<file path="src/sv/acp_pkg.sv">
// ----------------------------------------------------------------------------
// acp_pkg
// shared types, codes and helper functions for the angle command parser
// ----------------------------------------------------------------------------
package acp_pkg;

    // parser state codes
    localparam logic [2:0] ST_IDLE    = 3'd0;
    localparam logic [2:0] ST_MATCH   = 3'd1;
    localparam logic [2:0] ST_QUERY   = 3'd2;
    localparam logic [2:0] ST_SET     = 3'd3;
    localparam logic [2:0] ST_INVALID = 3'd4;

    // result event codes
    localparam logic [2:0] EV_NONE    = 3'd0;
    localparam logic [2:0] EV_QUERY   = 3'd1;
    localparam logic [2:0] EV_SET     = 3'd2;
    localparam logic [2:0] EV_RANGE   = 3'd3;
    localparam logic [2:0] EV_INVALID = 3'd4;

    localparam logic [1:0] KEY_LEN         = 2'd3;
    localparam logic [7:0] MAX_ANGLE_RESET = 8'd180;

    // ascii characters
    localparam logic [7:0] CH_LF     = 8'h0a;
    localparam logic [7:0] CH_CR     = 8'h0d;
    localparam logic [7:0] CH_SPACE  = 8'h20;
    localparam logic [7:0] CH_TAB    = 8'h09;
    localparam logic [7:0] CH_QMARK  = 8'h3f;
    localparam logic [7:0] CH_ZERO   = 8'h30;
    localparam logic [7:0] CH_NINE   = 8'h39;
    localparam logic [7:0] CH_LOW_A  = 8'h61;
    localparam logic [7:0] CH_LOW_Z  = 8'h7a;
    localparam logic [7:0] CASE_DIFF = 8'h20;

    typedef struct packed {
        logic [2:0] event_res;
        logic [7:0] angle;
    } t_result;

    // ascii a..z to upper case, everything else unchanged
    function automatic logic [7:0] fold_upper(input logic [7:0] c);
        if (c >= CH_LOW_A && c <= CH_LOW_Z) begin
            return c - CASE_DIFF;
        end
        return c;
    endfunction

    // keyword letter at a given position, zero past the end
    function automatic logic [7:0] key_char(input logic [1:0] pos);
        case (pos)
            2'd0:    key_char = 8'h41;   // 'A'
            2'd1:    key_char = 8'h4e;   // 'N'
            2'd2:    key_char = 8'h47;   // 'G'
            default: key_char = 8'h00;
        endcase
    endfunction

endpackage

</file>
<file path="src/sv/acp_if.sv">
// ----------------------------------------------------------------------------
// acp interfaces
// valid/ready channels for characters, results and configuration
// ----------------------------------------------------------------------------
interface acp_in_if;
    logic       valid;
    logic       ready;
    logic [7:0] in_char;
    logic [7:0] current_angle;

    modport source (output valid, output in_char, output current_angle, input ready);
    modport sink   (input valid, input in_char, input current_angle, output ready);
endinterface

interface acp_out_if;
    logic       valid;
    logic       ready;
    logic [2:0] event_res;
    logic [7:0] angle;

    modport source (output valid, output event_res, output angle, input ready);
    modport sink   (input valid, input event_res, input angle, output ready);
endinterface

interface acp_cfg_if;
    logic       valid;
    logic       ready;
    logic [7:0] max_angle;

    modport source (output valid, output max_angle, input ready);
    modport sink   (input valid, input max_angle, output ready);
endinterface

</file>
<file path="src/sv/acp_skid.sv">
// ----------------------------------------------------------------------------
// acp_skid
// two-entry output buffer: result register plus skid register
// ----------------------------------------------------------------------------
module acp_skid
    import acp_pkg::*;
(
    input  logic    i_clk,
    input  logic    i_rst_n,
    input  logic    i_valid,
    output logic    o_ready,
    input  t_result i_data,
    output logic    o_valid,
    input  logic    i_ready,
    output t_result o_data
);

    logic    r_out_valid, n_out_valid;
    logic    r_skid_valid, n_skid_valid;
    t_result r_out, n_out;
    t_result r_skid, n_skid;
    logic    in_fire, out_fire;

    assign o_ready  = !r_skid_valid;
    assign o_valid  = r_out_valid;
    assign o_data   = r_out;
    assign in_fire  = i_valid && !r_skid_valid;
    assign out_fire = r_out_valid && i_ready;

    always_comb begin
        n_out_valid  = r_out_valid;
        n_skid_valid = r_skid_valid;
        n_out        = r_out;
        n_skid       = r_skid;
        if (out_fire) begin
            if (r_skid_valid) begin
                n_out        = r_skid;
                n_skid_valid = 1'b0;
            end else if (in_fire) begin
                n_out = i_data;
            end else begin
                n_out_valid = 1'b0;
            end
        end else if (in_fire) begin
            if (!r_out_valid) begin
                n_out       = i_data;
                n_out_valid = 1'b1;
            end else begin
                n_skid       = i_data;
                n_skid_valid = 1'b1;
            end
        end
    end

    always_ff @(posedge i_clk) begin
        if (!i_rst_n) begin
            r_out_valid  <= 1'b0;
            r_skid_valid <= 1'b0;
        end else begin
            r_out_valid  <= n_out_valid;
            r_skid_valid <= n_skid_valid;
        end
        r_out  <= n_out;
        r_skid <= n_skid;
    end

endmodule

</file>
<file path="src/sv/angle_command_parser.sv">
// ----------------------------------------------------------------------------
// angle_command_parser
// parses "ANG?" query and "ANG <digits>" set lines; while ready is high, one character per cycle
// ----------------------------------------------------------------------------
// each result is registered in the output buffer before it is offered on the output
// throughput: one character per cycle while the output buffer has room (ready drops when the skid is full)
// every character yields exactly one result transaction (event 0 if nothing)
// a two-entry output buffer keeps input accepted while one result is stalled
// reset (synchronous, active low): parser idle, max_angle back to 180
// ----------------------------------------------------------------------------
module angle_command_parser
    import acp_pkg::*;
(
    input  logic      i_clk,
    input  logic      i_rst_n,
    acp_in_if.sink    i_in,
    acp_cfg_if.sink   i_cfg,
    acp_out_if.source o_out
);

    // parser state
    logic [2:0] r_state, n_state;
    logic [1:0] r_count, n_count;
    logic [7:0] r_accum, n_accum;
    logic [7:0] r_max_angle;

    t_result    res;
    t_result    buf_data;
    logic       buf_ready;
    logic       in_fire;

    // character decode
    logic [7:0] c;
    logic       is_lf, is_cr, is_sp, is_tab, is_digit, key_hit;
    logic [8:0] sat_wide;
    logic [7:0] sat;
    logic [11:0] prod;

    assign c        = i_in.in_char;
    assign is_lf    = (c == CH_LF);
    assign is_cr    = (c == CH_CR);
    assign is_sp    = (c == CH_SPACE);
    assign is_tab   = (c == CH_TAB);
    assign is_digit = (c >= CH_ZERO) && (c <= CH_NINE);
    // next keyword letter matches, only while the keyword is incomplete
    assign key_hit  = (r_count < KEY_LEN) && (fold_upper(c) == key_char(r_count));

    // saturation point: max_angle + 1, held at 255
    assign sat_wide = {1'b0, r_max_angle} + 9'd1;
    assign sat      = sat_wide[8] ? 8'hff : sat_wide[7:0];

    // accum * 10 + digit as shifts and adds
    assign prod = {1'b0, r_accum, 3'b000} + {3'b000, r_accum, 1'b0}
                + {8'h00, c[3:0] - CH_ZERO[3:0]};

    assign in_fire     = i_in.valid && buf_ready;
    assign i_in.ready  = buf_ready;
    // register writes are to happen only while idle (the user's duty, not enforced here); ready is always high
    assign i_cfg.ready = 1'b1;

    always_comb begin
        n_state       = r_state;
        n_count       = r_count;
        n_accum       = r_accum;
        res.event_res = EV_NONE;
        res.angle     = 8'h00;
        case (r_state)
            ST_IDLE: begin
                // skip spaces, carriage returns and line feeds before a command
                if (!(is_lf || is_cr || is_sp)) begin
                    if (key_hit) begin
                        n_state = ST_MATCH;
                        n_count = r_count + 2'd1;
                    end else begin
                        n_state = ST_INVALID;
                    end
                end
            end
            ST_MATCH: begin
                if (key_hit) begin
                    n_count = r_count + 2'd1;
                end else if (r_count == KEY_LEN && c == CH_QMARK) begin
                    n_state = ST_QUERY;
                end else if (r_count == KEY_LEN && (is_sp || is_tab)) begin
                    n_state = ST_SET;
                end else if (is_lf) begin
                    res.event_res = EV_INVALID;
                end else begin
                    n_state = ST_INVALID;
                end
            end
            ST_QUERY: begin
                if (!(is_sp || is_cr)) begin
                    if (is_lf) begin
                        res.event_res = EV_QUERY;
                        res.angle     = i_in.current_angle;
                    end else begin
                        n_state = ST_INVALID;
                    end
                end
            end
            ST_SET: begin
                if (!(is_sp || is_cr)) begin
                    if (is_digit) begin
                        // saturate just above the limit
                        if (prod > {4'h0, sat}) begin
                            n_accum = sat;
                        end else begin
                            n_accum = prod[7:0];
                        end
                    end else if (is_lf) begin
                        if (r_accum <= r_max_angle) begin
                            res.event_res = EV_SET;
                            res.angle     = r_accum;
                        end else begin
                            res.event_res = EV_RANGE;
                        end
                    end else begin
                        n_state = ST_INVALID;
                    end
                end
            end
            default: begin
                // invalid line, also covers unused state codes
                if (is_lf) begin
                    res.event_res = EV_INVALID;
                end else begin
                    n_state = ST_INVALID;
                end
            end
        endcase
        // any reported event starts a fresh line
        if (res.event_res != EV_NONE) begin
            n_state = ST_IDLE;
            n_count = 2'd0;
            n_accum = 8'h00;
        end
    end

    always_ff @(posedge i_clk) begin
        if (!i_rst_n) begin
            r_state     <= ST_IDLE;
            r_count     <= 2'd0;
            r_accum     <= 8'h00;
            r_max_angle <= MAX_ANGLE_RESET;
        end else begin
            if (in_fire) begin
                r_state <= n_state;
                r_count <= n_count;
                r_accum <= n_accum;
            end
            if (i_cfg.valid) begin
                r_max_angle <= i_cfg.max_angle;
            end
        end
    end

    // result register and skid stage
    acp_skid u_skid (
        .i_clk   (i_clk),
        .i_rst_n (i_rst_n),
        .i_valid (i_in.valid),
        .o_ready (buf_ready),
        .i_data  (res),
        .o_valid (o_out.valid),
        .i_ready (o_out.ready),
        .o_data  (buf_data)
    );

    assign o_out.event_res = buf_data.event_res;
    assign o_out.angle     = buf_data.angle;

endmodule
</file>
<file path="src/flat_wrapper.sv">
// flat-port wrapper written by rule: the top's interface ports become plain ports
module angle_command_parser_flat import acp_pkg::*;
  (i_clk, i_rst_n, i_in_valid, i_in_in_char, i_in_current_angle, i_in_ready, i_cfg_valid, i_cfg_max_angle, i_cfg_ready, o_out_valid, o_out_event_res, o_out_angle, o_out_ready);
  acp_in_if i_in_i ();
  acp_cfg_if i_cfg_i ();
  acp_out_if o_out_i ();
  input  logic i_clk;
  input  logic i_rst_n;
  input wire logic [$bits(i_in_i.valid)-1:0] i_in_valid;
  input wire logic [$bits(i_in_i.in_char)-1:0] i_in_in_char;
  input wire logic [$bits(i_in_i.current_angle)-1:0] i_in_current_angle;
  output wire logic [$bits(i_in_i.ready)-1:0] i_in_ready;
  input wire logic [$bits(i_cfg_i.valid)-1:0] i_cfg_valid;
  input wire logic [$bits(i_cfg_i.max_angle)-1:0] i_cfg_max_angle;
  output wire logic [$bits(i_cfg_i.ready)-1:0] i_cfg_ready;
  output wire logic [$bits(o_out_i.valid)-1:0] o_out_valid;
  output wire logic [$bits(o_out_i.event_res)-1:0] o_out_event_res;
  output wire logic [$bits(o_out_i.angle)-1:0] o_out_angle;
  input wire logic [$bits(o_out_i.ready)-1:0] o_out_ready;
  assign i_in_i.valid = i_in_valid;
  assign i_in_i.in_char = i_in_in_char;
  assign i_in_i.current_angle = i_in_current_angle;
  assign i_in_ready = i_in_i.ready;
  assign i_cfg_i.valid = i_cfg_valid;
  assign i_cfg_i.max_angle = i_cfg_max_angle;
  assign i_cfg_ready = i_cfg_i.ready;
  assign o_out_valid = o_out_i.valid;
  assign o_out_event_res = o_out_i.event_res;
  assign o_out_angle = o_out_i.angle;
  assign o_out_i.ready = o_out_ready;
  angle_command_parser u_core (.i_clk(i_clk), .i_rst_n(i_rst_n), .i_in(i_in_i), .i_cfg(i_cfg_i), .o_out(o_out_i));
endmodule
</file>
<file path="config.mk">
export PLATFORM = sky130hd
export DESIGN_NAME = angle_command_parser_flat
export DESIGN_NICKNAME = d
export VERILOG_FILES = /design/src/sv/acp_pkg.sv /design/src/sv/acp_if.sv /design/src/sv/acp_skid.sv /design/src/sv/angle_command_parser.sv /design/src/flat_wrapper.sv
export SDC_FILE = /design/constraint.sdc
export NUM_CORES = 1
export LEC_CHECK = 0
export BUFFER_PORTS_ARGS = -buffer_cell sky130_fd_sc_hd__buf_2
export CAP_MARGIN = 10
export CORE_MARGIN = 1.5
export CORE_UTILIZATION = 45
export CTS_BUF_LIST = sky130_fd_sc_hd__clkbuf_16
export DETAILED_ROUTE_END_ITERATION = 12
export GPL_ROUTABILITY_DRIVEN = 0
export MAX_ROUTING_LAYER = met4
export PLACE_DENSITY = 0.77
export SLEW_MARGIN = 40
export SYNTH_ARGS = -nofsm -noshare
export SYNTH_HDL_FRONTEND = slang
export SYNTH_SLANG_ARGS = --single-unit
</file>
<file path="constraint.sdc">
create_clock -name i_clk -period 4.9 [get_ports i_clk]
set_input_delay 0.49 -clock i_clk [delete_from_list [all_inputs] [get_ports i_clk]]
set_output_delay 0.49 -clock i_clk [all_outputs]
set_load 0.05 [all_outputs]
</file>
Yosys cells after proc, flatten, opt, wreduce, memory -nomap -nowiden
Cells that the tools add are included.

Flip-flop bits (word level): 45. Input port bits: 29. Output and inout port bits: 14. Logic and storage cells: 120.

Add/sub/neg operators: 5. $lt $le $gt $ge: 7. Equality and inequality tests: 21. Muxes and demuxes: 47. Bitwise logic cells: 2. Reductions and logical operators: 28.

Operator list (number): $mux W11 (7); $mux W8 (9); $mux W3 (14); $eq A8 B4 Y1 const B (3); $pmux W3 S4 (2); $pmux W7 S3 (1); $mux W9 (2); $eq A8 B6 Y1 const B (2); $pmux W8 S2 (1); $ne A3 B3 Y1 const B (5); $add A11 B9 Y12 (1); $add A12 B4 Y12 (1); $gt A12 B8 Y1 (1); $reduce_and A3 Y1 (4); $mux W10 (1); $add A8 B1 Y9 const B (1); $eq A8 B7 Y1 (1); $ge A8 B6 Y1 const B (1); $ge A8 B7 Y1 const B (1); $le A8 B6 Y1 const B (1); $le A8 B7 Y1 const B (1); $le A8 B8 Y1 (1); $reduce_bool A2 Y1 (4); $sub A8 B6 Y8 const B (1); other kinds (22) (44).

Longest topological paths before layout
Depth in word-level cells: 11. Mapped depth: 15. Mapped depth without buffers: 14.

Modules after synthesis
Synthesis repeated with hierarchy kept, for this count alone.

Cells, all modules: 337. Area total of the unflattened synthesis: 3365.7 um^2.

Modules (own cells, without submodules): angle_command_parser (times used 1, cells an instance 287, area each 2421.1 um^2, sequential area each 420.4 um^2); acp_skid (times used 1, cells an instance 50, area each 944.7 um^2, sequential area each 700.7 um^2).

Least setup slack after synthesis
OpenSTA, ideal clock, no wires.

Path type: input -> register. From: input i_in_in_char[3]. To: register u_core.r_accum[7]. Setup time: 0.122 ns. Arrival time: 3.574 ns. Data required time: 4.778 ns. Slack: 1.204 ns. Stages: 14. Path buffers: 1. Cell sequence: fa_1 -> fa_1 -> a21o_1 -> a21oi_1 -> xor2_1 -> inv_1 -> ha_1 -> nand4_1 -> a31oi_1 -> a211oi_1 -> o221ai_1 -> clkbuf_1 -> nor4b_1 -> a221o_1.

Cells in the longest elaborated chain, start to end: 11. Elaborated cells on any way between the ends: 43. Those cells by class: add/sub (2); order compare (5); eq/ne (7); mux (18); reduce/logical (11).

Ends and longest elaborated chain: start: declaration (RTL line flat_wrapper.sv:10) `input wire logic [$bits(i_in_i.in_char)-1:0] i_in_in_char;`; $ge A8 B7 Y1 or $le A8 B7 Y1 (tied branches) (RTL line acp_pkg.sv:43) `if (c >= CH_LOW_A && c <= CH_LOW_Z) begin`; $logic_and A1 B1 Y1 (RTL line acp_pkg.sv:43); $mux W1 (RTL line acp_pkg.sv:43); $mux W8 (RTL line acp_pkg.sv:46) `return c;`; $eq A8 B7 Y1 (RTL line angle_command_parser.sv:46) `assign key_hit = (r_count < KEY_LEN) && (fold_upper(c) == key_char(r_count));`; $logic_and A1 B1 Y1 (RTL line angle_command_parser.sv:46); $mux W3 (RTL line angle_command_parser.sv:80) `if (key_hit) begin`; $pmux W3 S4 (RTL line angle_command_parser.sv:67) `case (r_state)`; $reduce_bool A3 Y1 (RTL line angle_command_parser.sv:133) `if (res.event_res != EV_NONE) begin`; $ne A2 B2 Y1 (no source line) or $reduce_bool A2 Y1 (tied branches); $reduce_and A4 Y1 (no source line); end signal: assignment (RTL line angle_command_parser.sv:150) `r_accum <= n_accum;`; end: declaration (RTL line angle_command_parser.sv:24) `logic [7:0] r_accum, n_accum;`.

Parallel ways exist; a longest one is shown, timed or not. The select of a mux whose other input is x is not followed. A chain may end at the register's enable or synchronous reset.

Worst setup path after layout
From: register u_core.r_accum[0]. To: register u_core.r_accum[2].

Cells in the longest elaborated chain, start to end: 9. Elaborated cells on any way between the ends: 19. Those cells by class: add/sub (2); order compare (2); eq/ne (1); mux (10); reduce/logical (4).

Ends and longest elaborated chain: parallel branches: the longest is 9 deep, another holds $add A11 B9 Y12.

Parallel ways; which one is timed is not known. The select of a mux whose other input is x is not followed.

==> impl_metrics.py <==
metrics = {
    "clock_tree": {
        "tritoncts": "built",
        "clkSlewWorstSetupHoldPaths_ps": 70,
        "clk_path_buf_depth": 2,
        "clk_latency_ps": 290,
        "root_buffer": "clkbuf_16",
        "cts_repair_resize_count": 0,
        "ctsHoldBuffers": 0,
        "cts_num_sinks": 45,
        "postCtsSetupBuffers": 0,
        "cts_max_level": 2,
        "cts_buffers": 5,
    },
    "timing": {
        "post-route-min-period_ps": 3956,
        "fmax_mhz": 252.8,
        "slew-limit-headroom_pct": 57.73,
        "hold_violations": 0,
        "fin_crit_sh_pct": 80.73,
        "drv_slew": 0,
        "finalSetupViolCount": 0,
        "hold_slack_ps": 414.8,
        "fin_setup_tns_ps": 0,
        "rsz0062_at_grt": "false",
        "clock_skew_ps": 2.707,
        "tightest_slew_ps": 634.1,
    },
    "detailed_routing": {
        "route.detailed.drc": 0,
        "wl_per_cell_um": 14.61,
        "drt-vias-per-instance": 5.568,
        "drt-initial-drc-count": 141,
        "finalWirelength_mm": 6.736,
        "vias": 2567,
        "dr.pass1.iters": 4,
        "postRouteAntennaNets": 0,
    },
    "setup_path": {
        "start_kind": "register",
        "crit_type": "reg -> reg",
        "cp.required_ps": 5120,
        "cp-end-kind": "register",
        "crit_end": "u_core.r_accum[2]",
        "startpoint": "u_core.r_accum[0]",
        "r2r_cells": 13,
        "reg2reg_from": "u_core.r_accum[0]",
        "cp.arrival_ps": 4170,
        "timing.rr.end": "u_core.r_accum[2]",
        "reg2reg_slack_ps": 940,
        "crit_fanout": 11,
    },
    "power": {
        "leakage_uw": 0.001663,
        "power_density_mw_per_mm2": 246.0,
        "vdd_ir_drop_max_mv": 0.1818,
    },
    "die": {
        "die-area_mm2": 0.007726,
        "start_util_pct": 47.21,
        "core.rowCount": 30,
        "chipHeight_um": 87.90,
        "fp.dieW_um": 87.90,
        "design.core.area_mm2": 0.006869,
        "io_pins": 43,
    },
    "final_layout": {
        "num_antenna_cells": 0,
        "multiInputGateArea_mm2": 0.001974,
        "nFillCells": 607,
        "drive_gt1_share_pct": 20.27,
        "area_growth_pct": 13.58,
        "nNetsFinal": 432,
        "ff_latch_area_mm2": 0.001121,
    },
    "place": {
        "port_buffers": 41,
        "place_hpwl_mm": 5.362,
    },
    "yosys": {
        "synth-seq-cells": 45,
        "synth_cell_type_count": 63,
        "syn-cell-area_mm2": 0.003243,
        "syn_inst": 326,
        "synthTopCellsByArea": "edfxtp_1 (20%), ha_1 (14%), dfxtp_1 (14%)",
        "syn_area_per_cell_um2": 9.948,
        "synth_top_area_cell": "edfxtp_1",
        "ys_warn_count": 0,
        "synth_common_cells": "ha_1 (37), inv_1 (28), dfxtp_1 (23)",
        "synth_ff_type": "dfxtp_1",
        "synth-edff-count": 22,
        "yosys.area.top_type_share_pct": 20.37,
        "ys_async_sr_fraction_pct": 0,
        "ys_seq_area_share_pct": 34.57,
        "postSynthNetCount": 394,
        "yosysMostFrequentCell": "ha_1",
    },
    "global_routing": {
        "grt_max_degree": 19,
        "grt_overflow": 0,
        "grtUsageTotal_pct": 19.42,
        "grt_pass1_vias": 2463,
        "grt_pass1_wl_mm": 11.36,
        "antenna_found_initial": 0,
    },
    "run_status": {
        "status": "finished, final reports clean",
    },
    "run": {
        "max_cap_violations": 0,
    },
    "hold_path": {
        "hold_path_class": "in -> reg",
    },
}
[report_power, final]
part / internal [µW] / leakage (µW) / switching (µW)
clock: 193 / 0.0000708 / 150
sequential: 411 / 0.000396 / 11.3
combinational: 47.6 / 0.00120 / 93.7
[cell usage in the layout, fill, tap and decap left out, types with 8 or more instances in the layout]
cell and instances:
a21oi_1 12, buf_2 41, inv_1 28, ha_1 37
mux2i_1 10, nor2b_1 10, edfxtp_1 22, nand2_1 20
nand3_1 11, dfxtp_1 23, a22o_1 8, mux2_2 11
nor2_1 14
[kinds of logic after synthesis]
logic type / Yosys count / synth area share, %
adders and majority gates: 39 / 15.51
AOI/OAI and AO/OA: 74 / 18.33
xor gates and xnor gates: 8 / 2.160
DFF: 45 / 34.57
buffers and inverters: 39 / 4.822
other: 1 / 0.1156
muxes: 21 / 6.906
and+or+nand+nor: 99 / 17.59
[flip-flops by register name, summed over array words and instances (netlist names)]
| name | flops |
|---|---|
| u_core.r_accum | 8 |
| u_core.u_skid.o_valid | 1 |
| u_core.u_skid.r_skid | 11 |
| u_core.r_max_angle | 8 |
| u_core.u_skid.r_skid_valid | 1 |
| u_core.u_skid.o_data | 11 |
| u_core.r_count | 2 |
| u_core.r_state | 3 |
[layer usage]
layer  share of wire [%]  global-route usage [%]
met1                  46                   25.10
met2                  46                   31.44
met3                 6.0                   3.393
met4                 1.2                   4.906
met5                   0                       -
[worst min path at each step]
stage	start	to	slack [ps]	depth (start not counted)
floorplan	u_core.r_accum[4]	u_core.r_accum[4]	500	1
global placement	u_core.u_skid.r_skid[0]	u_core.u_skid.o_data[0]	530	1
detailed placement	u_core.u_skid.r_skid[3]	u_core.u_skid.o_data[3]	530	1
CTS	i_cfg_max_angle[2]	u_core.r_max_angle[2]	410	3
global route	i_cfg_max_angle[5]	u_core.r_max_angle[5]	440	3
finish	i_cfg_max_angle[2]	u_core.r_max_angle[2]	410	3
[stage by stage]
stage / cell area (µm²) / power [µW] / std cells / setup WS [ps] / util, %
2_1_floorplan: 3243 / 529.5 / 326 / 1204 / -
3_3_place_gp: 3525 / 565.8 / 453 / 608.7 / 51.31
3_5_place_dp: 3531 / 570.2 / 453 / 730.1 / 51.40
4_1_cts: 3681 / 909.7 / 461 / 983.3 / 53.59
5_1_grt: 3684 / 942.1 / 461 / 680.0 / 53.62
6_report: 3684 / 906.1 / 461 / 944.3 / 53.62
[layout make-up]
cell class / count / area share [%]
timing repair buffer: 42 / 5.774
clock inverter: 3 / 0.6793
sequential: 45 / 30.43
multi-input combinational: 242 / 53.60
clock buffer: 5 / 3.397
inverter: 28 / 2.853
tap: 96 / 3.261
[worst max-delay path, cell delays in order (launching register included)]
cell	delay, ps
dfxtp_1	470
fa_1	510
fa_1	480
a21o_1	190
a21oi_1	230
xor2_1	220
inv_1	70
ha_1	300
nand4_1	110
a31oi_1	170
a211oi_1	80
o221ai_2	530
mux2_2	400
o2bb2ai_1	110
Note: power is estimated with default switching activity, not from simulation.
